--- src/sv/timestamped_key_value_floor_lookup_defines.svh ---
// assertion macros for the lookup rtl
`ifndef TIMESTAMPED_KEY_VALUE_FLOOR_LOOKUP_DEFINES_SVH
`define TIMESTAMPED_KEY_VALUE_FLOOR_LOOKUP_DEFINES_SVH

// same-cycle implication, disabled during reset
`define TKV_ASSERT_NOW(label, ante, cons, msg) \
    label: assert property (@(posedge i_clk) disable iff (!i_rst_n) \
        (ante) |-> (cons)) else $error(msg);

// next-cycle implication, disabled during reset
`define TKV_ASSERT_NEXT(label, ante, cons, msg) \
    label: assert property (@(posedge i_clk) disable iff (!i_rst_n) \
        (ante) |=> (cons)) else $error(msg);

`endif

--- src/sv/tkv_ram.sv ---
// ----------------------------------------------------------------------------
// tkv_ram
// generic single-write, single-read ram with registered read data
// ----------------------------------------------------------------------------
`default_nettype none

module tkv_ram #(
    parameter int WIDTH = 8,
    parameter int DEPTH = 16
) (
    input  wire logic                                     i_clk,
    input  wire logic                                     i_we,
    input  wire logic [((DEPTH > 1) ? $clog2(DEPTH) : 1)-1:0] i_waddr,
    input  wire logic [WIDTH-1:0]                         i_wdata,
    input  wire logic                                     i_re,
    input  wire logic [((DEPTH > 1) ? $clog2(DEPTH) : 1)-1:0] i_raddr,
    output logic      [WIDTH-1:0]                         o_rdata
);

    logic [WIDTH-1:0] r_mem [DEPTH];

    always_ff @(posedge i_clk) begin
        if (i_we) begin
            r_mem[i_waddr] <= i_wdata;
        end
        if (i_re) begin
            o_rdata <= r_mem[i_raddr];
        end
    end

endmodule

`default_nettype wire

--- config.mk ---
export PLATFORM = sky130hd
export DESIGN_NAME = tkv_ram
export DESIGN_NICKNAME = d
export VERILOG_FILES = /design/src/sv/timestamped_key_value_floor_lookup_defines.svh /design/src/sv/tkv_ram.sv
export SDC_FILE = /design/constraint.sdc
export NUM_CORES = 1
export LEC_CHECK = 0
export BUFFER_PORTS_ARGS = -buffer_cell sky130_fd_sc_hd__buf_2
export CORE_AREA = 10 10 156 86
export DETAILED_ROUTE_END_ITERATION = 12
export DIE_AREA = 0 0 166 96
export PLACE_DENSITY = 0.68
export SYNTH_ARGS = -nofsm -noshare
export SYNTH_HDL_FRONTEND = slang
export SYNTH_SLANG_ARGS = --single-unit
--- constraint.sdc ---
create_clock -name i_clk -period 5.2 [get_ports i_clk]
set_input_delay 0.52 -clock i_clk [delete_from_list [all_inputs] [get_ports i_clk]]
set_output_delay 0.52 -clock i_clk [all_outputs]
set_load 0.005 [all_outputs]
==> out/qor.csv <==
metric;value;unit
DR DRC count;0;
DRT antenna net count;0;
commonest cells in the netlist;edfxtp_1, mux4_2, a22oi_1, mux4_1, nor2_1;
maximum vdd drop;0.241;mV
Hold Path Cell Cnt;1;
Global Route Usage Sum;0.135;
worst hold start;i_wdata[1];
Critical Path Source;i_raddr[0];
total number of yosys warnings;0;
Die Ht;96;um
slew margin rel.;0.290;
Fin. Hold Viols;0;
post-synthesis instance total;229;
Yosys cell types;18;
Post-CTS Setup Inserts;0;
count leader, synth;edfxtp_1;
filler instances;797;
Post-Route Utilization;0.569;
Avg Vias per Cell;5.68;
Clock Sinks;136;
top cell type's share of synthesized area;0.781;
initial antenna violation count;1;
Slew Viols, Final;0;
min Tclk post-route;2210;ps
Worst setup SP type;primary input;
pin count of the biggest net entering global routing;33;
Worst-Margin Slew;1060;ps
n_diodes;0;
Iteration-0 DRC Markers;200;
fraction of registers with async set/reset;0;
Worst R2R End;o_rdata[5]$_DFFE_PP_;
RR Startpoint;r_mem[10][5]$_DFFE_PP_;
die area;0.0159;sq mm
prevailing post-synth register cell;edfxtp_1;
setup tns final;0;ps
Seq cells post-synth;136;
Max Fclk;453;MHz
register area;0.00408;sq mm
die width;166;um
CTS clk-pin slew, worst paths;60;ps
critical path required time;5350;ps
vias in the first global route;2543;
syn nets;248;
reg2reg path depth;3;
outcome;completed;
synthesized area per cell;22.8;sq um
RSZ-0062 raised after global routing;no;
drt wl/cell;24.1;um
EDFF count, synth;136;
fin crit share;0.425;
hold_buf cts;0;
nets@finish;286;
clk_skew;7.06;ps
Worst EP arrival;2360;ps
synth top area cells;edfxtp_1, mux4_2, mux4_1;
CTS Buffer Depth;2;
cell taking the most area after synthesis;edfxtp_1;
count of boundary I/O pins;27;
placed cell area;0.00548;sq mm
Initial Utilization;0.488;
first-pass GRT wire length;15700;um
WHS Endpoint;r_mem[5][1]$_DFFE_PP_;
Seq/Total Area, Yosys;0.781;
Design Area, Final;0.00609;sq mm
crit path kind;in -> reg;
final setup fails;0;
H-tree Lvls;4;
post-CTS sizing;0;
core footprint;0.0107;sq mm
clk root buf;clkbuf_16;
CP endpoint kind;register;
DR vias;2413;
critical path fanouts, max;32;
area grow syn2layout;16.5;%
Detailed Place HPWL;6630;um
DRT Pass-1 Iters;5;
Mapped Area;0.00523;sq mm
Leakage;2.00;nW
PortBufs;26;
GR Overflow Total;0;
# rows;27;
CTS buffer count;17;
PD cells;423;mW/mm^2
HP Class;in -> reg;
Skew-Pair Late Insertion Delay;410;ps
Post-Route WL;10200;um
Max Cap Viol;0;
r2r setup slk;3710;ps
layout cell share with drive strength beyond 1;0.271;
area of the multi-input gates;0.00106;sq mm
GPL Wtd Cong;0.729;
CTS tree;built;
[report_power, final]
part / total, mW / switching, mW / internal (mW)
Sequential: 1.24 / 0.00686 / 1.24
Combinational: 0.105 / 0.0621 / 0.0429
Clock: 1.23 / 0.433 / 0.795
Total: 2.58 / 0.502 / 2.07
[routing by layer]
layer	up-vias	global-route usage	wire, um
li1	1060	-	-
met1	1269	0.202	5210
met2	78	0.184	4280
met3	4	0.0484	701
met4	2	0.0330	29
met5	-	0	12
[cell usage in the layout (no fill, tap or decap), types with 4 or more instances in the layout]
cell / n
nor2_1: 13
buf_2: 26
mux4_1: 14
clkinv_1: 4
a22oi_1: 16
clkbuf_16: 17
bufinv_16: 4
edfxtp_1: 136
clkinvlp_4: 5
mux4_2: 18
nand2_1: 9
[worst max path at each step]
stage               slack (ps)                     to
global placement          2570   o_rdata[5]$_DFFE_PP_
detailed placement        2540   o_rdata[3]$_DFFE_PP_
floorplan                 3190  r_mem[0][0]$_DFFE_PP_
CTS                       2980   o_rdata[5]$_DFFE_PP_
finish                    2990   o_rdata[5]$_DFFE_PP_
global route              2820   o_rdata[4]$_DFFE_PP_
[registers in the layout, summed over array words and instances, names as in the netlist]
name	count
r_mem	128
o_rdata	8
[cell families after synthesis]
group	Yosys count	share of synthesized area
and+or+nand+nor	35	0.0314
DFF	136	0.781
muxes	32	0.148
AOI/OAI and AO/OA	16	0.0230
buffers and inverters	10	0.0165
[worst max-delay path, stage by stage]
cell and delay, ps:
buf_2 790, mux4_1 680, a22oi_1 270, nand2_1 80
[per-stage QoR]
stage	worst slack, ps	hold slack, ps	instances	power [mW]
floorplan	3190	619	229	1.33
global placement	2570	734	393	1.37
detailed placement	2540	745	393	1.37
CTS	2980	482	425	2.59
global route	2820	497	425	2.66
finish	2990	487	425	2.58
[area by class of cell]
class / count / share of cell area
Multi-Input combinational cell: 83 / 0.174
Sequential cell: 136 / 0.671
Clock buffer: 18 / 0.0705
Tap cell: 145 / 0.0298
Timing Repair Buffer: 29 / 0.0251
Clock inverter: 14 / 0.0298
Note: power is estimated with default switching activity, not from simulation.
